File: config.mk
export PLATFORM = sky130hd
export DESIGN_NAME = s3a_queue
export DESIGN_NICKNAME = d
export VERILOG_FILES = /design/src/design/s3a_pkg.sv /design/src/design/s3a_queue.sv
export SDC_FILE = /design/constraint.sdc
export NUM_CORES = 1
export LEC_CHECK = 0
export ABC_AREA = 1
export BUFFER_PORTS_ARGS = -buffer_cell sky130_fd_sc_hd__buf_2
export CAP_MARGIN = 20
export CORE_ASPECT_RATIO = 0.5
export CORE_MARGIN = 2
export CORE_UTILIZATION = 39
export CTS_CLUSTER_DIAMETER = 200
export CTS_CLUSTER_SIZE = 28
export DETAILED_ROUTE_END_ITERATION = 6
export PLACE_DENSITY = 0.57
export RECOVER_POWER = 50
export SLEW_MARGIN = 20
export SYNTH_ARGS = -nofsm -noshare
export SYNTH_HDL_FRONTEND = slang
export SYNTH_SLANG_ARGS = --single-unit
File: constraint.sdc
create_clock -name clk -period 2.6 [get_ports clk]
set_input_delay 0.39 -clock clk [delete_from_list [all_inputs] [get_ports clk]]
set_output_delay 0.39 -clock clk [all_outputs]
set_load 0.05 [all_outputs]
File: src/design/s3a_pkg.sv
// Shared constants, types and codes for the seven-point stencil block.
package s3a_pkg;
	localparam int DATA_W      = 16;
	localparam int SUM_W       = DATA_W + 3;
	localparam int MAX_ROWS    = 64;
	localparam int MAX_COLS    = 64;
	localparam int SIZE_X_W    = 16;
	localparam int SIZE_YZ_W   = 7;
	localparam int ROW_W       = 6;
	localparam int PLANE_W     = 13;
	localparam int LONG_DEPTH  = MAX_ROWS * MAX_COLS;
	localparam int LONG_AW     = $clog2(LONG_DEPTH);
	localparam int SHORT_DEPTH = MAX_COLS;
	localparam int SHORT_AW    = $clog2(SHORT_DEPTH);
	localparam int QDEPTH      = 4;
	localparam int QPTR_W      = $clog2(QDEPTH);
	localparam int QCNT_W      = QPTR_W + 1;
	localparam int N_W         = SUM_W + 1;
	localparam int RECIP_SHIFT = 23;
	localparam int RECIP_W     = 21;
	localparam int PROD_W      = N_W + RECIP_W;
	// ceil(2^23 / 7); exact quotient for any dividend below 2^20
	localparam logic [RECIP_W-1:0] RECIP = RECIP_W'(1198373);
	// 3 for round to nearest, 7 * 2^16 keeps the dividend positive
	localparam logic [N_W-1:0] BIAS = N_W'(458755);
	localparam int CFG_IDX_W  = 2;
	localparam int CFG_DATA_W = 16;
	localparam logic [CFG_IDX_W-1:0] CFG_SIZE_X = 2'd0;
	localparam logic [CFG_IDX_W-1:0] CFG_SIZE_Y = 2'd1;
	localparam logic [CFG_IDX_W-1:0] CFG_SIZE_Z = 2'd2;

	typedef struct packed {
		logic signed [SUM_W-1:0]  sum;
		logic signed [DATA_W-1:0] center;
		logic                     boundary;
		logic                     last;
	} entry_t;
endpackage

File: src/design/s3a_queue.sv
// Short queue of stencil records between front and back end.
module s3a_queue (
	input  logic                       clk,
	input  logic                       arst_n,
	input  logic                       enq_valid,
	input  s3a_pkg::entry_t            enq_data,
	output logic                       deq_valid,
	input  logic                       deq_ready,
	output s3a_pkg::entry_t            deq_data,
	output logic [s3a_pkg::QCNT_W-1:0] count
);
	import s3a_pkg::*;

	entry_t             mem_q [QDEPTH];
	logic [QPTR_W-1:0]  wr_q, rd_q;
	logic [QCNT_W-1:0]  cnt_q;
	logic               pop;

	assign deq_valid = cnt_q != '0;
	assign deq_data  = mem_q[rd_q];
	assign count     = cnt_q;
	assign pop       = deq_valid && deq_ready;

	always_ff @(posedge clk) begin
		if (enq_valid) begin
			mem_q[wr_q] <= enq_data;
		end
	end

	always_ff @(posedge clk or negedge arst_n) begin
		if (!arst_n) begin
			wr_q  <= '0;
			rd_q  <= '0;
			cnt_q <= '0;
		end else begin
			if (enq_valid) wr_q <= wr_q + QPTR_W'(1);
			if (pop)       rd_q <= rd_q + QPTR_W'(1);
			cnt_q <= cnt_q + QCNT_W'(enq_valid) - QCNT_W'(pop);
		end
	end

	a_no_overflow: assert property (@(posedge clk) disable iff (!arst_n)
		enq_valid |-> cnt_q < QCNT_W'(QDEPTH))
		else $error("stencil queue overflow");
	a_count_tracks: assert property (@(posedge clk) disable iff (!arst_n)
		enq_valid && !pop |=> cnt_q == $past(cnt_q) + QCNT_W'(1))
		else $error("stencil queue count lost a beat");
endmodule

==> results by group, run 1 <==
Clock tree
  • TritonCTS Buffers: 17
  • H-tree levels: 4
  • CTS tree: built
  • Clock transition at path regs: ~0.060 ns
  • Clk sinks: 155
  • Clock root buffer: clkbuf_16
  • Setup bufs post-CTS: 0
  • Worst-Skew Late Latency: 0.41 ns
  • CTS Buffer Depth: 2

Worst hold path
  • Hold Path End: mem_q[1][34]
  • Hold_sp: enq_data[34]
  • Worst hold stages: 1
  • Worst Hold Class: in2reg

Critical path
  • Worst-path maximum fanout: 40
  • Slowest stage delay, CP: between 0.6 and 0.7 ns
  • R2R Path End: mem_q[3][13]
  • Reg2Reg Setup Slack: 0.49 ns
  • Crit path DAT: 2.02 ns
  • Reg2Reg Depth: 4
  • Top delay family on crit path: flip-flops
  • FF-to-FF Start: wr_q[0]
  • CP Buf/Inv Count: 2
  • Crit path cell chain: buf_4 -> nor2_1 -> nor2_1 -> o21ai_0 -> nand2_1 -> buf_2
  • CP startpoint kind: flop
  • Crit-path slowest cell: dfrtp_4
  • Most frequent CP cell: nor2_1
  • Setup crit end kind: primary output
  • Kind of critical path: reg2out
  • Req. time, crit path: 2.21 ns

GRT
  • Pin count of the biggest net entering global routing: 54
  • Initial antenna violation count: 0
  • Vias in the first global route: between 3000 and 4000
  • Overflow after GRT: 0
  • GRT Util Overall: 0.141
  • First-pass GRT wire length: 18000 µm

Layout
  • Commonest non-fill, non-tap cell in the layout: edfxtp_1
  • Antenna cell count: 0
  • Layout net count: ~660
  • Share of cells above drive strength 1: 0.143
  • Commonest cells after routing, fill and taps aside: 148 x edfxtp_1, 127 x nand2_1, 75 x nor2_1
  • Fill cells: approximately 1400
  • Footprint of the multi-input gates: about 1300 µm²
  • Area grow syn2layout: 18.6%
  • Sequential cell area: 4620 µm²

Routing
  • DR WL met2: between 5000 and 6000 µm
  • DRC violations left: 0
  • Pre-antenna DRT Iters: 4
  • DR top layer: met4
  • Number of vias per cell: roughly 4.6
  • Vias: about 3800
  • Wire length after detailed routing: between 10000 and 15000 µm
  • Iteration-0 DRC Markers: 262
  • Wl on met1: 5420 µm
  • Detail Route Antenna Nets: 0
  • Met3 routed WL: 516 µm
  • Post-DR wirelength/cell: approximately 14 µm

Placed design
  • Detail Placement HPWL: just under 7000 µm
  • GPL Wtd Cong: about 0.74
  • Port bufs: 81
  • Pre-CTS setup slack: 0.569 ns

Die
  • Die H: roughly 93 µm
  • Boundary Pins: 82
  • Area of the core: between 15000 and 20000 µm²
  • Die width: 183 µm
  • Die area: around 17000 µm²
  • Starting density of the core: 0.401
  • # rows: 32

Logic synthesis
  • Xor/xnor share of the synthesized area: 0.00421
  • Syn. warnings: 0
  • Synth Area in Simple Gates: 0.123
  • Synth Register Bits: between 150 and 200
  • Syn nets: between 500 and 600
  • Mux cell area share after synthesis: 0
  • Synthesized instance count: between 500 and 600
  • Avg Cell Area, Syn: 12.0 µm²
  • Main combinational cell family by area after synthesis: simple AND/OR/NAND/NOR gates
  • Seq/Total Area, Yosys: 0.741
  • Post-Synth Adder-Cell Area: 0.0152
  • Compound-Gate Fraction of Synth Area: 0.0602
  • Post-synthesis cell area: between 6000 and 7000 µm²
  • Synth cell types: 19

Timing
  • Fin. Hold Viols: 0
  • Tmin final: around 2.4 ns
  • Final WS setup: ~0.19 ns
  • Max frequency: 415 MHz
  • Slew margin rel.: 0.102
  • Setup violators final: 0
  • Final TNS setup: 0 ns
  • RSZ-0062 raised after global routing: no
  • Slew Viols, Final: 0
  • Post-Route Skew: 0.00857 ns
  • Final period utilization: 0.927
  • Worst slew pin tran: approximately 1.3 ns

Job
  • Max_cap viols: 0

Status
  • Run status: completed
==> layer usage <==
| layer | global-route usage | vias to the layer above |
|---|---|---|
| li1 | - | 1911 |
| met1 | 0.182 | 1785 |
| met2 | 0.233 | 59 |
| met3 | 0.0350 | 6 |
| met4 | 0.0533 | 0 |
| met5 | 0 | - |
==> worst max-delay path by stage <==
| stage | start | cells past startpoint | slack [ns] | to |
|---|---|---|---|---|
| 6_report | rd_q[0] | 6 | 0.19 | deq_data[11] |
| 5_1_grt | rd_q[0] | 6 | 0.02 | deq_data[11] |
| 4_1_cts | rd_q[0] | 6 | 0.16 | deq_data[11] |
| 3_5_place_dp | count[1] | 11 | 0.57 | count[2] |
| 3_3_place_gp | count[1] | 11 | 0.62 | count[2] |
| 2_1_floorplan | count[1] | 11 | 0.04 | count[2] |
==> synth_stat cells <==
cell type / number / area [µm²]
buf_6: 6 / 67.6
o21ai_1: 6 / 30.0
edfxtp_1: 148 / 4440
fa_1: 1 / 20.0
ha_1: 6 / 75.1
nor2_1: 75 / 282
clkbuf_1: 8 / 30.0
buf_1: 2 / 7.51
dfrtp_1: 7 / 175
nand3_1: 2 / 10.0
inv_1: 51 / 191
nand2_1: 127 / 477
o21ai_0: 69 / 345
buf_4: 3 / 22.5
buf_2: 5 / 25.0
inv_2: 1 / 3.75
xnor2_1: 1 / 8.76
xor2_1: 2 / 17.5
clkbuf_2: 1 / 5.00
==> cells by family (layout without fill, tap and decap cells) <==
| family | count (synthesis) | after routing |
|---|---|---|
| XOR/XNOR | 3 | 3 |
| adder cells (fa/ha/maj) | 7 | 7 |
| AO/OA/AOI/OAI | 75 | 75 |
| AND/OR/NAND/NOR | 204 | 204 |
| buffers and inverters | 77 | 177 |
| flip-flops | 155 | 155 |
==> sequential cells by signal, summed over array words and instances (netlist names) <==
| name | flops |
|---|---|
| mem_q | 148 |
| count | 3 |
| rd_q | 2 |
| wr_q | 2 |
==> what timing repair did <==
| item | 4_1_cts | 5_1_grt |
|---|---|---|
| gates resized for setup | 0 | 0 |
| setup endpoints to repair | 0 | 0 |
| hold endpoints to repair | 7 | 0 |
| hold buffers | 1 | 0 |
==> final cells by class <==
class,instances,share of cell area
clock buffers,17,0.0575
clock inverters,15,0.0222
inverters,52,0.0264
multi-input cells,289,0.171
flip-flops and latches,155,0.625
well taps,204,0.0345
repair buffers,93,0.0637
==> stage by stage <==
stage / hold WS [ns] / utilization / area, µm² / cells
finish: 0.236 / 0.476 / 7400 / 825
global placement: 0.235 / 0.441 / 6850 / 792
CTS: 0.177 / 0.480 / 7450 / 825
global route: 0.226 / 0.476 / 7400 / 825
detailed placement: 0.234 / 0.441 / 6850 / 792
floorplan: 0.0944 / - / 6240 / 521
Power of run 1 is left out: the tool's default activity adds up to more than one toggle a clock period on the data nets, which glitch-free logic cannot reach.
==> inputs of run 2 (changes only) <==
Settings changed: PLACE_DENSITY 0.57 to 0.7.
==> results by group, run 2 (synthesis results as in run 1) <==
Die
  • Die area: between 15000 and 20000 µm²
  • # rows: 32
  • Area of the core: approximately 16000 µm²
  • Boundary Pins: 82
  • Die H: about 93 µm
  • Die width: between 150 and 200 µm
  • Starting density of the core: 0.401

GRT
  • Pin count of the biggest net entering global routing: 58
  • GRT Util Overall: 0.147
  • Overflow after GRT: 0
  • First-pass GRT wire length: around 19000 µm
  • Initial antenna violation count: 0
  • Vias in the first global route: ~3800

Timing
  • Max frequency: approximately 410 MHz
  • Slew Viols, Final: 0
  • Final TNS setup: 0 ns
  • Post-Route Skew: just over 0.01 ns
  • RSZ-0062 raised after global routing: no
  • Tmin final: between 2 and 2.5 ns
  • Fin. Hold Viols: 0
  • Setup violators final: 0
  • Slew margin rel.: 0.579
  • Final period utilization: 0.928
  • Worst slew pin tran: roughly 0.63 ns

Critical path
  • FF-to-FF Start: count[1]
  • Kind of critical path: reg2out
  • Req. time, crit path: approximately 2.2 ns
  • Crit-path slowest cell: dfrtp_4
  • Reg2Reg Depth: 11
  • Slowest stage delay, CP: approximately 0.62 ns
  • CP startpoint kind: flop
  • Setup crit end: deq_data[11]
  • R2R Path End: count[2]
  • Most frequent CP cell: nor2_1
  • Worst Setup SP: rd_q[0]
  • Crit path cell chain: buf_12 -> nor2_1 -> nor2_1 -> o21ai_0 -> nand2_1 -> buf_2
  • Setup crit end kind: primary output
  • Worst-path maximum fanout: 57
  • Crit path DAT: 2.02 ns
  • Reg2Reg Setup Slack: approximately 0.5 ns

Clock tree
  • TritonCTS Buffers: 17
  • Clk sinks: ~160
  • Setup bufs post-CTS: 0
  • CTS Buffer Depth: 2
  • # hold bufs at CTS: 1
  • Worst-Skew Late Latency: approximately 0.42 ns
  • H-tree levels: 4
  • Clock transition at path regs: ~0.070 ns
  • Clock root buffer: clkbuf_16
  • CTS tree: built
  • Resized cells post-CTS: 0

Routing
  • Pre-antenna DRT Iters: 7
  • Vias: 3812
  • Post-DR wirelength/cell: between 10 and 15 µm
  • Number of vias per cell: ~4.6
  • Wire length after detailed routing: 11800 µm
  • DRC violations left: 0
  • Iteration-0 DRC Markers: between 150 and 200
  • Detail Route Antenna Nets: 0

Placed design
  • GPL Wtd Cong: slightly above 0.7
  • Detail Placement HPWL: 7190 µm
  • Port bufs: 81

Layout
  • Layout net count: approximately 660
  • Fill cells: 1373
  • Most flops, register: mem_q
  • Commonest non-fill, non-tap cell in the layout: edfxtp_1
  • Share of cells above drive strength 1: 0.147
  • Commonest cells after routing, fill and taps aside: 148 x edfxtp_1, 127 x nand2_1, 75 x nor2_1
  • Sequential cell area: 4620 µm²
  • Max reg flops: approximately 150
  • Area grow syn2layout: 19.7%
  • Footprint of the multi-input gates: about 1300 µm²
  • Antenna cell count: 0

Worst hold path
  • Worst hold stages: 1
  • Worst Hold Class: in2reg

Status
  • Run status: completed

Job
  • Max_cap viols: 0
run 2: cell types whose count changed in the layout (fill, tap and decap cells not counted):
cell,delta
buf_12,+4
buf_4,-3
inv_8,+3
clkbuf_1,-1
clkinv_1,-1
clkinv_4,-1
clkinvlp_4,-1
run 2: cell type report:
type                    instances  area share
flip-flops and latches        155       0.619
inverters                      52      0.0261
repair buffers                 93      0.0704
clock buffers                  17      0.0570
well taps                     204      0.0342
clock inverters                15      0.0238
multi-input cells             289       0.169
run 2: how the worst min path moves through the flow:
| stage | startpoint | to | slack (ns) |
|---|---|---|---|
| floorplan | arst_n | count[0] | 0.09 |
| global placement | arst_n | count[2] | 0.23 |
| detailed placement | arst_n | count[1] | 0.24 |
| CTS | enq_data[15] | mem_q[1][15] | 0.17 |
| global route | enq_data[9] | mem_q[0][9] | 0.22 |
| finish | enq_data[9] | mem_q[0][9] | 0.23 |
run 2: critical path, delay by kind of cell (launching register included):
kind / cells / cell delay (ns)
AO/OA/AOI/OAI: 1 / 0.12
buffers and inverters: 2 / 0.56
AND/OR/NAND/NOR: 3 / 0.29
flip-flops: 1 / 0.62
run 2: routing by layer:
| metal | part of all wire | routed length [µm] | track usage |
|---|---|---|---|
| met1 | 0.45 | 5320 | 0.178 |
| met2 | 0.52 | 6090 | 0.262 |
| met3 | 0.026 | 302 | 0.0327 |
| met4 | 0.0081 | 96 | 0.0480 |
| met5 | 0 | 0 | 0 |
run 2: per-stage QoR:
| step | worst slack (ns) | hold slack [ns] | instances | area (µm²) | util |
|---|---|---|---|---|---|
| after global placement | 0.609 | 0.229 | 792 | 6900 | 0.444 |
| after floorplan | 0.0399 | 0.0944 | 521 | 6240 | - |
| after detailed placement | 0.523 | 0.236 | 792 | 6900 | 0.444 |
| after global routing | 0.0316 | 0.223 | 825 | 7470 | 0.481 |
| final | 0.187 | 0.229 | 825 | 7470 | 0.481 |
| after CTS | 0.174 | 0.170 | 825 | 7510 | 0.484 |
Power of run 2 is left out for the same reason.
