**src/design/s3a_pkg.sv**
```systemverilog
// Shared constants, types and codes for the seven-point stencil block.
package s3a_pkg;
	localparam int DATA_W      = 16;
	localparam int SUM_W       = DATA_W + 3;
	localparam int MAX_ROWS    = 64;
	localparam int MAX_COLS    = 64;
	localparam int SIZE_X_W    = 16;
	localparam int SIZE_YZ_W   = 7;
	localparam int ROW_W       = 6;
	localparam int PLANE_W     = 13;
	localparam int LONG_DEPTH  = MAX_ROWS * MAX_COLS;
	localparam int LONG_AW     = $clog2(LONG_DEPTH);
	localparam int SHORT_DEPTH = MAX_COLS;
	localparam int SHORT_AW    = $clog2(SHORT_DEPTH);
	localparam int QDEPTH      = 4;
	localparam int QPTR_W      = $clog2(QDEPTH);
	localparam int QCNT_W      = QPTR_W + 1;
	localparam int N_W         = SUM_W + 1;
	localparam int RECIP_SHIFT = 23;
	localparam int RECIP_W     = 21;
	localparam int PROD_W      = N_W + RECIP_W;
	// ceil(2^23 / 7); exact quotient for any dividend below 2^20
	localparam logic [RECIP_W-1:0] RECIP = RECIP_W'(1198373);
	// 3 for round to nearest, 7 * 2^16 keeps the dividend positive
	localparam logic [N_W-1:0] BIAS = N_W'(458755);
	localparam int CFG_IDX_W  = 2;
	localparam int CFG_DATA_W = 16;
	localparam logic [CFG_IDX_W-1:0] CFG_SIZE_X = 2'd0;
	localparam logic [CFG_IDX_W-1:0] CFG_SIZE_Y = 2'd1;
	localparam logic [CFG_IDX_W-1:0] CFG_SIZE_Z = 2'd2;

	typedef struct packed {
		logic signed [SUM_W-1:0]  sum;
		logic signed [DATA_W-1:0] center;
		logic                     boundary;
		logic                     last;
	} entry_t;
endpackage

```
**src/design/s3a_if.sv**
```systemverilog


interface s3a_out_if;
	logic                              valid;
	logic                              ready;
	logic signed [s3a_pkg::DATA_W-1:0] voxel_out;
	logic                              last_of_volume;
	modport source (output valid, voxel_out, last_of_volume, input ready);
	modport sink (input valid, voxel_out, last_of_volume, output ready);
endinterface

```
**src/design/s3a_back.sv**
```systemverilog
// Back end: divides the seven-voxel sum by seven, passes boundary centers through, holds the result beat.
module s3a_back (
	input  logic            clk,
	input  logic            arst_n,
	input  logic            deq_valid,
	input  s3a_pkg::entry_t deq_data,
	output logic            deq_ready,
	s3a_out_if.source       out_ch
);
	import s3a_pkg::*;

	logic                     b1_valid_q, out_valid_q;
	logic [PROD_W-1:0]        prod_s1;
	logic signed [DATA_W-1:0] center_s1, voxel_q;
	logic                     boundary_s1, last_s1, last_q;
	logic [N_W-1:0]           n;
	logic                     adv_out, adv_b1;

	assign adv_out   = !out_valid_q || out_ch.ready;
	assign adv_b1    = !b1_valid_q || adv_out;
	assign deq_ready = adv_b1;
	assign n         = N_W'(deq_data.sum) + BIAS;

	always_ff @(posedge clk) begin
		if (adv_b1 && deq_valid) begin
			prod_s1     <= PROD_W'(n) * PROD_W'(RECIP);
			center_s1   <= deq_data.center;
			boundary_s1 <= deq_data.boundary;
			last_s1     <= deq_data.last;
		end
		if (adv_out && b1_valid_q) begin
			// low bits of the biased quotient equal the signed mean
			voxel_q <= boundary_s1 ? center_s1 : prod_s1[RECIP_SHIFT +: DATA_W];
			last_q  <= last_s1;
		end
	end

	always_ff @(posedge clk or negedge arst_n) begin
		if (!arst_n) begin
			b1_valid_q  <= 1'b0;
			out_valid_q <= 1'b0;
		end else begin
			if (adv_b1)  b1_valid_q  <= deq_valid;
			if (adv_out) out_valid_q <= b1_valid_q;
		end
	end

	assign out_ch.valid          = out_valid_q;
	assign out_ch.voxel_out      = voxel_q;
	assign out_ch.last_of_volume = last_q;

	a_b1_holds: assert property (@(posedge clk) disable iff (!arst_n)
		b1_valid_q && !adv_out |=> b1_valid_q && $stable(prod_s1))
		else $error("divide stage dropped a stalled beat");
endmodule

```
**src/flat_wrapper.sv**
```systemverilog
// flat-port wrapper written by rule: the top's interface ports become plain ports
module s3a_back_flat import s3a_pkg::*;
  (clk, arst_n, deq_valid, deq_data, deq_ready, out_ch_valid, out_ch_voxel_out, out_ch_last_of_volume, out_ch_ready);
  s3a_out_if out_ch_i ();
  input  logic clk;
  input  logic arst_n;
  input  logic deq_valid;
  input  s3a_pkg::entry_t deq_data;
  output logic deq_ready;
  output wire logic [$bits(out_ch_i.valid)-1:0] out_ch_valid;
  output wire logic [$bits(out_ch_i.voxel_out)-1:0] out_ch_voxel_out;
  output wire logic [$bits(out_ch_i.last_of_volume)-1:0] out_ch_last_of_volume;
  input wire logic [$bits(out_ch_i.ready)-1:0] out_ch_ready;
  assign out_ch_valid = out_ch_i.valid;
  assign out_ch_voxel_out = out_ch_i.voxel_out;
  assign out_ch_last_of_volume = out_ch_i.last_of_volume;
  assign out_ch_i.ready = out_ch_ready;
  s3a_back u_core (.clk(clk), .arst_n(arst_n), .deq_valid(deq_valid), .deq_data(deq_data), .deq_ready(deq_ready), .out_ch(out_ch_i));
endmodule
```
**config.mk**
```make
export PLATFORM = sky130hd
export DESIGN_NAME = s3a_back_flat
export DESIGN_NICKNAME = d
export VERILOG_FILES = /design/src/design/s3a_pkg.sv /design/src/design/s3a_if.sv /design/src/design/s3a_back.sv /design/src/flat_wrapper.sv
export SDC_FILE = /design/constraint.sdc
export NUM_CORES = 1
export LEC_CHECK = 0
export ABC_AREA = 1
export BUFFER_PORTS_ARGS = -buffer_cell sky130_fd_sc_hd__clkbuf_2
export CORE_MARGIN = 10
export CORE_UTILIZATION = 24
export CTS_BUF_LIST = sky130_fd_sc_hd__clkbuf_8 sky130_fd_sc_hd__clkbuf_16
export DETAILED_ROUTE_END_ITERATION = 7
export GPL_ROUTABILITY_DRIVEN = 0
export GPL_TIMING_DRIVEN = 0
export REMOVE_ABC_BUFFERS = 1
export SLEW_MARGIN = 20
export SYNTH_ARGS = -nofsm -noshare
export SYNTH_HDL_FRONTEND = slang
export SYNTH_SLANG_ARGS = --single-unit
```
**constraint.sdc**
```tcl
create_clock -name clk -period 5.3 [get_ports clk]
set_input_delay 1.06 -clock clk [delete_from_list [all_inputs] [get_ports clk]]
set_output_delay 1.06 -clock clk [all_outputs]
set_load 0.05 [all_outputs]
```
==> flow_results.xml, run 1 <==
<?xml version="1.0" encoding="UTF-8"?>
<metrics>
  <group name="timing">
    <metric name="slew_violations" unit="">0</metric>
    <metric name="final.min_clock_period" unit="ns">6.56</metric>
    <metric name="final_min_period_over_clock_period" unit="%">124</metric>
    <metric name="slew_headroom" unit="%">51.2</metric>
    <metric name="fin_worst_skew" unit="ns">0.00419</metric>
    <metric name="hold_viol" unit="">0</metric>
    <metric name="report.final.setup_viol" unit="">16</metric>
    <metric name="max_clock_freq" unit="GHz">0.152</metric>
    <metric name="timing_worst_slew_pin_value" unit="ns">0.732</metric>
    <metric name="unrepaired_setup_endpoints_after_global_routing" unit="">yes</metric>
    <metric name="timing.final.ws_setup" unit="ns">-1.26</metric>
  </group>
  <group name="finish">
    <metric name="finalNetCount" unit="">1351</metric>
    <metric name="finalCoreUtilization" unit="%">30.6</metric>
    <metric name="num_antenna_cells" unit="">0</metric>
    <metric name="layout_commonest_cell" unit="">inv_1</metric>
    <metric name="drive_gt1_share" unit="%">26.0</metric>
    <metric name="final_cell_mix" unit="">222 x inv_1, 185 x nand2_1, 132 x ha_1, 66 x fa_1</metric>
    <metric name="final_cells" unit="">1537</metric>
    <metric name="syn2layout_area_growth" unit="%">25.6</metric>
  </group>
  <group name="critical_path">
    <metric name="cp_common_cell" unit="">fa_1</metric>
    <metric name="critPathMaxFanout" unit="">3</metric>
    <metric name="worstSetupPathType" unit="">input pin to flip-flop</metric>
    <metric name="worst_path_largest_cell_delay" unit="ns">0.51</metric>
    <metric name="critical_path.slowest_cell" unit="">fa_1</metric>
    <metric name="worst_path_arrival" unit="ns">6.61</metric>
    <metric name="worst_ep_required_time" unit="ns">5.35</metric>
    <metric name="timing.critical_path.to_type" unit="">flip-flop</metric>
    <metric name="critPathLaunchType" unit="">input pin</metric>
  </group>
  <group name="clock_tree">
    <metric name="max-clock-path-buffers" unit="">2</metric>
    <metric name="clkLatencyLatePin" unit="ns">0.29</metric>
    <metric name="clk_sinks" unit="">53</metric>
    <metric name="tritoncts" unit="">built</metric>
    <metric name="numCtsBuffers" unit="">5</metric>
    <metric name="cts.clk_slew.worst_paths" unit="ns">0.06</metric>
    <metric name="htree_num_levels" unit="">2</metric>
    <metric name="ctsRootBufferMaster" unit="">clkbuf_16</metric>
    <metric name="quantity_of_hold_fixing_buffers_added_after_cts" unit="">0</metric>
  </group>
  <group name="floorplanning">
    <metric name="floorplan.die.width" unit="um">204</metric>
    <metric name="floorplan.core_area" unit="um2">33500</metric>
    <metric name="start_util" unit="%">24.4</metric>
    <metric name="fp-row-count" unit="">67</metric>
    <metric name="chip_height" unit="um">204</metric>
    <metric name="i_o_pins" unit="">60</metric>
    <metric name="dieArea" unit="um2">41800</metric>
  </group>
  <group name="global_routing">
    <metric name="grt_start_max_net_pins" unit="">35</metric>
    <metric name="grt_pass1_wl" unit="um">33700</metric>
    <metric name="grt_pass1_vias" unit="">6617</metric>
    <metric name="global_route.usage.total" unit="%">9.87</metric>
    <metric name="globalRouteOverflowTotal" unit="">0</metric>
    <metric name="grt_antenna_before_repair" unit="">0</metric>
  </group>
  <group name="place">
    <metric name="io_buffers" unit="">59</metric>
    <metric name="place.detailed.hpwl" unit="um">17900</metric>
    <metric name="post-place-cells" unit="">1505</metric>
  </group>
  <group name="yosys">
    <metric name="netlist_instances" unit="">999</metric>
    <metric name="synth-seq-cells" unit="">53</metric>
    <metric name="synthesis.yosys.warnings" unit="">0</metric>
    <metric name="synth_async_sr_flop_share" unit="%">3.77</metric>
    <metric name="avgSynthCellArea" unit="um2">8.18</metric>
    <metric name="synthDistinctLibCells" unit="">34</metric>
    <metric name="yosys_most_used_dff" unit="">edfxtp_1</metric>
    <metric name="synth_edf_count" unit="">51</metric>
    <metric name="synth.cell_area" unit="um2">8170</metric>
    <metric name="synth_sequential_area_ratio" unit="%">19.4</metric>
  </group>
  <group name="drt">
    <metric name="finalWirelength" unit="um">20900</metric>
    <metric name="detail-route-antenna-nets" unit="">0</metric>
    <metric name="vias" unit="">6566</metric>
    <metric name="via_per_inst" unit="">4.27</metric>
    <metric name="post_drt_wl_per_cell" unit="um">13.6</metric>
    <metric name="dr.first_iter.drc_count" unit="">306</metric>
    <metric name="detail_route.first_pass.iterations" unit="">5</metric>
    <metric name="drc" unit="">0</metric>
  </group>
  <group name="status">
    <metric name="failing_checks" unit="">setup timing</metric>
    <metric name="run_status" unit="">finished, violations left</metric>
  </group>
  <group name="job">
    <metric name="drv_cap" unit="">0</metric>
  </group>
  <group name="min_path">
    <metric name="holdCritPathClass" unit="">flip-flop to flip-flop</metric>
  </group>
</metrics>
synth_stat cells, types with 8 or more instances:
master / n / share of area (%)
mux2_2: 16 / 2.2
edfxtp_1: 51 / 19
inv_2: 10 / 0.46
a21oi_1: 39 / 2.4
o21bai_1: 10 / 0.92
inv_1: 235 / 11
nand4_1: 11 / 0.84
ha_1: 151 / 23
xor2_1: 11 / 1.2
nor3_1: 8 / 0.49
nand2_1: 214 / 9.8
nor2_1: 76 / 3.5
nand3_1: 34 / 2.1
fa_1: 71 / 17
o21ai_0: 15 / 0.92
cells by family after synthesis:
kind of cell / Yosys count / synth area share [%]
fa+ha+maj: 222 / 40.5
mux: 16 / 2.21
xor+xnor: 14 / 1.50
buf+inv: 247 / 11.4
flops: 53 / 19.4
simple gates: 377 / 20.1
compound gates: 70 / 4.92
worst paths after layout:
kind	startpoint	cells after the start	end	slack, ns
hold reg to reg	u_core.last_s1$_DFFE_PP_	0	u_core.out_ch.last_of_volume$_DFFE_PP_	0.44
setup / recovery	deq_data[26]	27	u_core.prod_s1[36]$_DFFE_PP_	-1.26
max in group asynchronous	arst_n	1	u_core.out_ch.valid$_DFFE_PN0P_	4.65
min in group asynchronous	arst_n	1	u_core.b1_valid_q$_DFFE_PN0N_	0.55
setup reg to reg	u_core.out_ch.valid$_DFFE_PN0P_	3	u_core.prod_s1[38]$_DFFE_PP_	3.75
hold / removal	u_core.last_s1$_DFFE_PP_	0	u_core.out_ch.last_of_volume$_DFFE_PP_	0.44
critical path, delay by kind of cell:
kind | cells | cell delay [ns]
compound gates | 1 | 0.11
fa+ha+maj | 8 | 3.41
buf+inv | 7 | 0.55
simple gates | 11 | 1.48
routing by layer:
| layer | global-route usage [%] | share of wire [%] | vias to the layer above |
|---|---|---|---|
| met1 | 13.4 | 47 | 3102 |
| li1 | - | - | 3315 |
| met3 | 1.84 | 5.6 | 15 |
| met5 | 0 | 0 | - |
| met2 | 16.4 | 47 | 134 |
| met4 | 1.03 | 0.92 | 0 |
final cells by class:
class	instances	area [um2]
inverters	245	930
well taps	448	561
flip-flops and latches	53	1580
clock inverters	3	37.5
repair buffers	84	589
fillers	3537	23300
multi-input cells	699	6440
clock buffers	5	125
flip-flops by register name (all words and copies together), names as in the netlist:
signal,cells
u_core.out_ch.last_of_volume,1
u_core.center_s1,16
u_core.last_s1,1
u_core.out_ch.valid,1
u_core.prod_s1,16
u_core.out_ch.voxel_out,16
u_core.b1_valid_q,1
u_core.boundary_s1,1
per-stage QoR:
step	hold WS (ns)	setup TNS, ns	worst slack [ns]	area [um2]
final	0.436	-18.94	-1.26	10300
after detailed placement	0.414	-35.82	-2.32	9030
after global routing	0.446	-22.24	-1.45	10300
after global placement	0.412	-35.55	-2.32	9010
after floorplan	0.400	-16.56	-1.10	8160
after CTS	0.442	-18.48	-1.24	9920
repair_timing:
action,CTS,global route
pin swaps,74,38
gates resized for setup,138,70
gates cloned,0,0
setup buffers,18,6
endpoints found under the setup margin,16,16
Power of run 1 is left out: the tool's default activity adds up to more than one toggle a clock period on the data nets, which glitch-free logic cannot reach.
==> inputs of run 2 (changes only) <==
--- a/config.mk
+++ b/config.mk
@@ -8,11 +8,13 @@
 export ABC_AREA = 1
 export BUFFER_PORTS_ARGS = -buffer_cell sky130_fd_sc_hd__clkbuf_2
 export CORE_MARGIN = 10
-export CORE_UTILIZATION = 24
+export CORE_UTILIZATION = 55
 export CTS_BUF_LIST = sky130_fd_sc_hd__clkbuf_8 sky130_fd_sc_hd__clkbuf_16
 export DETAILED_ROUTE_END_ITERATION = 7
 export GPL_ROUTABILITY_DRIVEN = 0
 export GPL_TIMING_DRIVEN = 0
+export PLACE_DENSITY = 0.74
+export RECOVER_POWER = 100
 export REMOVE_ABC_BUFFERS = 1
 export SLEW_MARGIN = 20
 export SYNTH_ARGS = -nofsm -noshare
==> run 2 against run 1 <==
The flow still finishes with violations (setup timing). Design area decreased by 3.0%. Setup slack got worse by 0.066 ns. Flip-flop and latch count unchanged. Hold slack improved by 0.022 ns. Non-clock buffer count increased by 16. Register-to-register slack got worse by 0.43 ns. Sequential share of layout area increased by 0.47 points. Highest routed layer unchanged.
==> flow_results.xml, run 2 (synthesis results as in run 1) <==
<?xml version="1.0" encoding="UTF-8"?>
<metrics>
  <group name="status">
    <metric name="run_status" unit="">finished, violations left</metric>
    <metric name="failing_checks" unit="">setup timing</metric>
  </group>
  <group name="timing">
    <metric name="fin_tns_setup" unit="ns">-19.45</metric>
    <metric name="slew_headroom" unit="%">15.7</metric>
    <metric name="hold_viol" unit="">0</metric>
    <metric name="max_clock_freq" unit="GHz">0.151</metric>
    <metric name="fin_worst_skew" unit="ns">0.00398</metric>
    <metric name="unrepaired_setup_endpoints_after_global_routing" unit="">yes</metric>
    <metric name="slew_violations" unit="">0</metric>
    <metric name="report.final.setup_viol" unit="">16</metric>
    <metric name="timing_worst_slew_pin_value" unit="ns">1.26</metric>
    <metric name="timing.final.ws_setup" unit="ns">-1.33</metric>
    <metric name="final.min_clock_period" unit="ns">6.63</metric>
    <metric name="final_min_period_over_clock_period" unit="%">125</metric>
  </group>
  <group name="global_routing">
    <metric name="grt_pass1_wl" unit="um">32800</metric>
    <metric name="grt_start_max_net_pins" unit="">35</metric>
    <metric name="grt_pass1_vias" unit="">6998</metric>
    <metric name="grt_antenna_before_repair" unit="">0</metric>
    <metric name="globalRouteOverflowTotal" unit="">0</metric>
    <metric name="global_route.usage.total" unit="%">19.9</metric>
  </group>
  <group name="clock_tree">
    <metric name="numCtsBuffers" unit="">5</metric>
    <metric name="tritoncts" unit="">built</metric>
    <metric name="cts.clk_slew.worst_paths" unit="ns">0.07</metric>
    <metric name="clk_sinks" unit="">53</metric>
    <metric name="clkLatencyLatePin" unit="ns">0.29</metric>
    <metric name="ctsRootBufferMaster" unit="">clkbuf_16</metric>
    <metric name="htree_num_levels" unit="">2</metric>
    <metric name="max-clock-path-buffers" unit="">2</metric>
  </group>
  <group name="finish">
    <metric name="seq_area" unit="um2">1580</metric>
    <metric name="num_antenna_cells" unit="">0</metric>
    <metric name="final_cell_mix" unit="">220 x inv_1, 192 x nand2_1, 133 x ha_1, 65 x fa_1</metric>
    <metric name="final_non_filler_cell_area" unit="um2">9960</metric>
    <metric name="final_cells" unit="">1289</metric>
    <metric name="layout_commonest_cell" unit="">inv_1</metric>
    <metric name="syn2layout_area_growth" unit="%">21.9</metric>
    <metric name="fillerInstances" unit="">1118</metric>
    <metric name="drive_gt1_share" unit="%">24.3</metric>
    <metric name="area_occupied_by_multi_input_gates" unit="um2">6390</metric>
    <metric name="finalNetCount" unit="">1367</metric>
  </group>
  <group name="floorplanning">
    <metric name="start_util" unit="%">56.2</metric>
    <metric name="chip_height" unit="um">142</metric>
    <metric name="floorplan.core_area" unit="um2">14500</metric>
    <metric name="floorplan.die.width" unit="um">142</metric>
    <metric name="i_o_pins" unit="">60</metric>
    <metric name="fp-row-count" unit="">44</metric>
    <metric name="dieArea" unit="um2">20100</metric>
  </group>
  <group name="min_path">
    <metric name="holdCritPathClass" unit="">flip-flop to flip-flop</metric>
  </group>
  <group name="drt">
    <metric name="vias" unit="">6907</metric>
    <metric name="detail_route.first_pass.iterations" unit="">5</metric>
    <metric name="via_per_inst" unit="">5.36</metric>
    <metric name="dr.first_iter.drc_count" unit="">454</metric>
    <metric name="detail-route-antenna-nets" unit="">0</metric>
    <metric name="finalWirelength" unit="um">20800</metric>
    <metric name="drc" unit="">0</metric>
    <metric name="post_drt_wl_per_cell" unit="um">16.1</metric>
  </group>
  <group name="critical_path">
    <metric name="worst_path_arrival" unit="ns">6.68</metric>
    <metric name="critPathLaunchType" unit="">input pin</metric>
    <metric name="timing.critical_path.to_type" unit="">flip-flop</metric>
    <metric name="critPathMaxFanout" unit="">4</metric>
    <metric name="worstSetupPathType" unit="">input pin to flip-flop</metric>
    <metric name="worst_ep_required_time" unit="ns">5.35</metric>
  </group>
  <group name="place">
    <metric name="postPlaceCellArea" unit="um2">8700</metric>
    <metric name="post-place-cells" unit="">1241</metric>
    <metric name="io_buffers" unit="">59</metric>
    <metric name="place.detailed.hpwl" unit="um">16200</metric>
  </group>
  <group name="job">
    <metric name="drv_cap" unit="">0</metric>
  </group>
</metrics>
[run 2: cell types whose count changed in the layout (fill, tap and decap cells not counted), moves of 3 or more]
cell / previous run / this run
nand2_1: 185 / 192
clkbuf_1: 0 / 23
buf_4: 21 / 37
nor2_2: 21 / 17
xor2_2: 7 / 4
nor2_1: 48 / 51
nand2_2: 28 / 23
clkbuf_2: 51 / 28
[run 2: timing repair]
action | 4_1_cts | 5_1_grt
buffers inserted | 19 | 21
hold endpoints to repair | 0 | 0
gates resized for setup | 95 | 108
hold buffers | 0 | 0
gates cloned | 0 | 0
pin swaps | 48 | 62
endpoints found under the setup margin | 16 | 16
[run 2: stage by stage]
| step | util, % | setup WS (ns) | hold WS, ns |
|---|---|---|---|
| 3_5_place_dp | 59.9 | -2.21 | 0.450 |
| 4_1_cts | 64.7 | -1.27 | 0.466 |
| 6_report | 68.5 | -1.33 | 0.458 |
| 5_1_grt | 68.5 | -1.49 | 0.478 |
| 2_1_floorplan | - | -1.10 | 0.400 |
| 3_3_place_gp | 59.8 | -2.16 | 0.405 |
[run 2: final cells by class]
class                   instances  share of cell area, %
clock buffers                   5                   1.26
well taps                     184                   2.31
repair buffers                100                   6.78
multi-input cells             699                   64.2
flip-flops and latches         53                   15.9
inverters                     245                   9.36
clock inverters                 3                  0.214
[run 2: final timing paths]
kind / slack, ns / end / depth (start not counted) / start
min in group asynchronous: 0.54 / u_core.out_ch.valid$_DFFE_PN0P_ / 1 / arst_n
worst min register to register: 0.46 / u_core.out_ch.last_of_volume$_DFFE_PP_ / 0 / u_core.last_s1$_DFFE_PP_
max in group asynchronous: 4.64 / u_core.b1_valid_q$_DFFE_PN0N_ / 1 / arst_n
worst max-delay path: -1.33 / u_core.prod_s1[36]$_DFFE_PP_ / 26 / deq_data[20]
worst max register to register: 3.32 / u_core.center_s1[4]$_DFFE_PP_ / 3 / u_core.out_ch.valid$_DFFE_PN0P_
worst min-delay path: 0.46 / u_core.out_ch.last_of_volume$_DFFE_PP_ / 0 / u_core.last_s1$_DFFE_PP_
[run 2: worst max-delay path: stages]
cell	delay, ns
clkbuf_2	0.15
inv_4	0.08
nor4_4	0.33
nand3_2	0.12
nand3b_1	0.14
inv_1	0.06
nor2_2	0.11
ha_2	0.19
inv_2	0.04
fa_1	0.48
inv_1	0.05
fa_1	0.48
fa_1	0.50
inv_1	0.05
fa_1	0.48
fa_1	0.53
fa_1	0.52
inv_2	0.05
ha_4	0.31
nand2_4	0.09
nor2_4	0.12
nand2_2	0.10
nor2_4	0.13
nand4_1	0.24
nand4_1	0.18
nand2_1	0.06
[run 2: layer usage]
metal,vias up,track usage (%),part of all wire (%)
li1,3348,-,-
met1,3298,25.1,40
met2,229,35.6,52
met3,32,2.30,6.1
met4,0,4.20,2.1
met5,-,0,0
Power of run 2 is left out for the same reason.
==> inputs of run 3 (changes only) <==
--- a/config.mk
+++ b/config.mk
@@ -16,6 +16,7 @@
 export PLACE_DENSITY = 0.74
 export RECOVER_POWER = 100
 export REMOVE_ABC_BUFFERS = 1
+export SKIP_CTS_REPAIR_TIMING = 1
 export SLEW_MARGIN = 20
 export SYNTH_ARGS = -nofsm -noshare
 export SYNTH_HDL_FRONTEND = slang
==> run 3 against run 2 <==
The flow still finishes with violations (setup timing). Fmax is 0.99% lower. Utilization is 3.1 points lower. Clock-buffer cell count stayed put. Clock skew hardly changed. Critical path depth is 1 higher. Non-clock buffer count is 24 lower. First-iteration DRC count is 1.8% lower. Flip-flop and latch count stayed put. Design area is 4.6% lower. Setup slack worse by 0.066 ns. Sequential share of layout area is 0.76 points higher.
==> flow_results.xml, run 3 (synthesis results as in run 1) <==
<?xml version="1.0" encoding="UTF-8"?>
<metrics>
  <group name="timing">
    <metric name="timing.final.ws_setup" unit="ns">-1.40</metric>
    <metric name="fin_worst_skew" unit="ns">0.00423</metric>
    <metric name="hold_viol" unit="">0</metric>
    <metric name="unrepaired_setup_endpoints_after_global_routing" unit="">yes</metric>
    <metric name="whs" unit="ns">0.470</metric>
    <metric name="max_clock_freq" unit="GHz">0.149</metric>
    <metric name="final_min_period_over_clock_period" unit="%">126</metric>
    <metric name="final.min_clock_period" unit="ns">6.70</metric>
    <metric name="report.final.setup_viol" unit="">16</metric>
    <metric name="timing_worst_slew_pin_value" unit="ns">1.26</metric>
    <metric name="slew_headroom" unit="%">15.7</metric>
    <metric name="slew_violations" unit="">0</metric>
  </group>
  <group name="drt">
    <metric name="dr.first_iter.drc_count" unit="">446</metric>
    <metric name="vias" unit="">6743</metric>
    <metric name="detail-route-antenna-nets" unit="">0</metric>
    <metric name="finalWirelength" unit="um">19200</metric>
    <metric name="detailroute.wirelength.met3" unit="um">1300</metric>
    <metric name="highest_layer" unit="">met4</metric>
    <metric name="detail_route.first_pass.iterations" unit="">5</metric>
    <metric name="post_drt_wl_per_cell" unit="um">15.2</metric>
    <metric name="via_per_inst" unit="">5.33</metric>
    <metric name="drc" unit="">0</metric>
    <metric name="wl_met1" unit="um">7900</metric>
    <metric name="met2RoutedLength" unit="um">9640</metric>
  </group>
  <group name="critical_path">
    <metric name="worst_path_arrival" unit="ns">6.74</metric>
    <metric name="critPathMaxFanout" unit="">4</metric>
    <metric name="critPathLaunchType" unit="">input pin</metric>
    <metric name="worst_ep_required_time" unit="ns">5.34</metric>
    <metric name="ff2ff_setup_slack" unit="ns">3.32</metric>
    <metric name="worstSetupPathType" unit="">input pin to flip-flop</metric>
    <metric name="timing.critical_path.to_type" unit="">flip-flop</metric>
  </group>
  <group name="global_routing">
    <metric name="grt_start_max_net_pins" unit="">35</metric>
    <metric name="grt_pass1_wl" unit="um">31300</metric>
    <metric name="grt_pass1_vias" unit="">6759</metric>
    <metric name="global_route.usage.total" unit="%">18.9</metric>
    <metric name="globalRouteOverflowTotal" unit="">0</metric>
    <metric name="grt_antenna_before_repair" unit="">0</metric>
  </group>
  <group name="place">
    <metric name="place.detailed.hpwl" unit="um">16200</metric>
    <metric name="postPlaceCellArea" unit="um2">8700</metric>
    <metric name="post-place-cells" unit="">1241</metric>
    <metric name="io_buffers" unit="">59</metric>
  </group>
  <group name="clock_tree">
    <metric name="clkLatencyLatePin" unit="ns">0.29</metric>
    <metric name="tritoncts" unit="">built</metric>
    <metric name="htree_num_levels" unit="">2</metric>
    <metric name="max-clock-path-buffers" unit="">2</metric>
    <metric name="numCtsBuffers" unit="">5</metric>
    <metric name="cts.clk_slew.worst_paths" unit="ns">0.07</metric>
    <metric name="clk_sinks" unit="">53</metric>
    <metric name="ctsRootBufferMaster" unit="">clkbuf_16</metric>
  </group>
  <group name="min_path">
    <metric name="holdCritPathClass" unit="">flip-flop to flip-flop</metric>
  </group>
  <group name="floorplanning">
    <metric name="floorplan.core_area" unit="um2">14500</metric>
    <metric name="floorplan.die.width" unit="um">142</metric>
    <metric name="start_util" unit="%">56.2</metric>
    <metric name="dieArea" unit="um2">20100</metric>
    <metric name="i_o_pins" unit="">60</metric>
    <metric name="fp-row-count" unit="">44</metric>
    <metric name="chip_height" unit="um">142</metric>
  </group>
  <group name="finish">
    <metric name="num_antenna_cells" unit="">0</metric>
    <metric name="layout_commonest_cell" unit="">inv_1</metric>
    <metric name="final_non_filler_cell_area" unit="um2">9500</metric>
    <metric name="finalNetCount" unit="">1343</metric>
    <metric name="syn2layout_area_growth" unit="%">16.4</metric>
    <metric name="drive_gt1_share" unit="%">19.3</metric>
    <metric name="final_cell_mix" unit="">226 x inv_1, 200 x nand2_1, 137 x ha_1, 65 x fa_1, 57 x nor2_1</metric>
    <metric name="final_cells" unit="">1265</metric>
    <metric name="finalCoreUtilization" unit="%">65.4</metric>
  </group>
  <group name="status">
    <metric name="failing_checks" unit="">setup timing</metric>
    <metric name="run_status" unit="">finished, violations left</metric>
  </group>
  <group name="job">
    <metric name="drv_cap" unit="">0</metric>
  </group>
</metrics>
[run 3: per-stage QoR]
stage	setup TNS [ns]	worst slack, ns
floorplan	-16.56	-1.10
global placement	-33.02	-2.16
detailed placement	-33.43	-2.21
CTS	-28.98	-1.92
global route	-23.24	-1.52
finish	-19.91	-1.40
[run 3: routing by layer]
| metal | global-route usage [%] | up-vias |
|---|---|---|
| met5 | 0 | - |
| met4 | 3.28 | 0 |
| met3 | 2.20 | 32 |
| met2 | 33.2 | 229 |
| met1 | 24.6 | 3186 |
| li1 | - | 3296 |
[run 3: path summary, 6_finish.rpt]
check	to	startpoint	cells after the start
max	u_core.prod_s1[36]$_DFFE_PP_	deq_data[23]	27
min	u_core.out_ch.last_of_volume$_DFFE_PP_	u_core.last_s1$_DFFE_PP_	0
max reg2reg	u_core.prod_s1[29]$_DFFE_PP_	u_core.out_ch.valid$_DFFE_PN0P_	3
min reg2reg	u_core.out_ch.last_of_volume$_DFFE_PP_	u_core.last_s1$_DFFE_PP_	0
max in group asynchronous	u_core.b1_valid_q$_DFFE_PN0N_	arst_n	1
min in group asynchronous	u_core.out_ch.valid$_DFFE_PN0P_	arst_n	1
[run 3: worst max-delay path, stage by stage]
cell      delay, ns
buf_8          0.08
nand4_1        0.11
buf_4          0.16
nor4_4         0.31
nand3_2        0.12
nand3b_1       0.14
inv_1          0.06
nor2_2         0.14
ha_2           0.19
inv_2          0.03
fa_1           0.47
inv_1          0.05
fa_1           0.47
fa_1           0.50
inv_1          0.05
fa_1           0.47
fa_1           0.51
fa_1           0.52
inv_2          0.05
ha_4           0.31
nand2_4        0.08
nor2_4         0.14
nand2_2        0.10
nor2_4         0.13
nand4_1        0.24
nand4_1        0.18
nand2_1        0.05
[run 3: final cells by class]
type,count,area (um2)
Multi-Input combinational cell,699,6170
Fill cell,1210,5030
Sequential cell,53,1580
Inverter,245,927
Timing Repair Buffer,76,453
Tap cell,184,230
Clock buffer,5,125
Clock inverter,3,21.3
Power of run 3 is left out for the same reason.
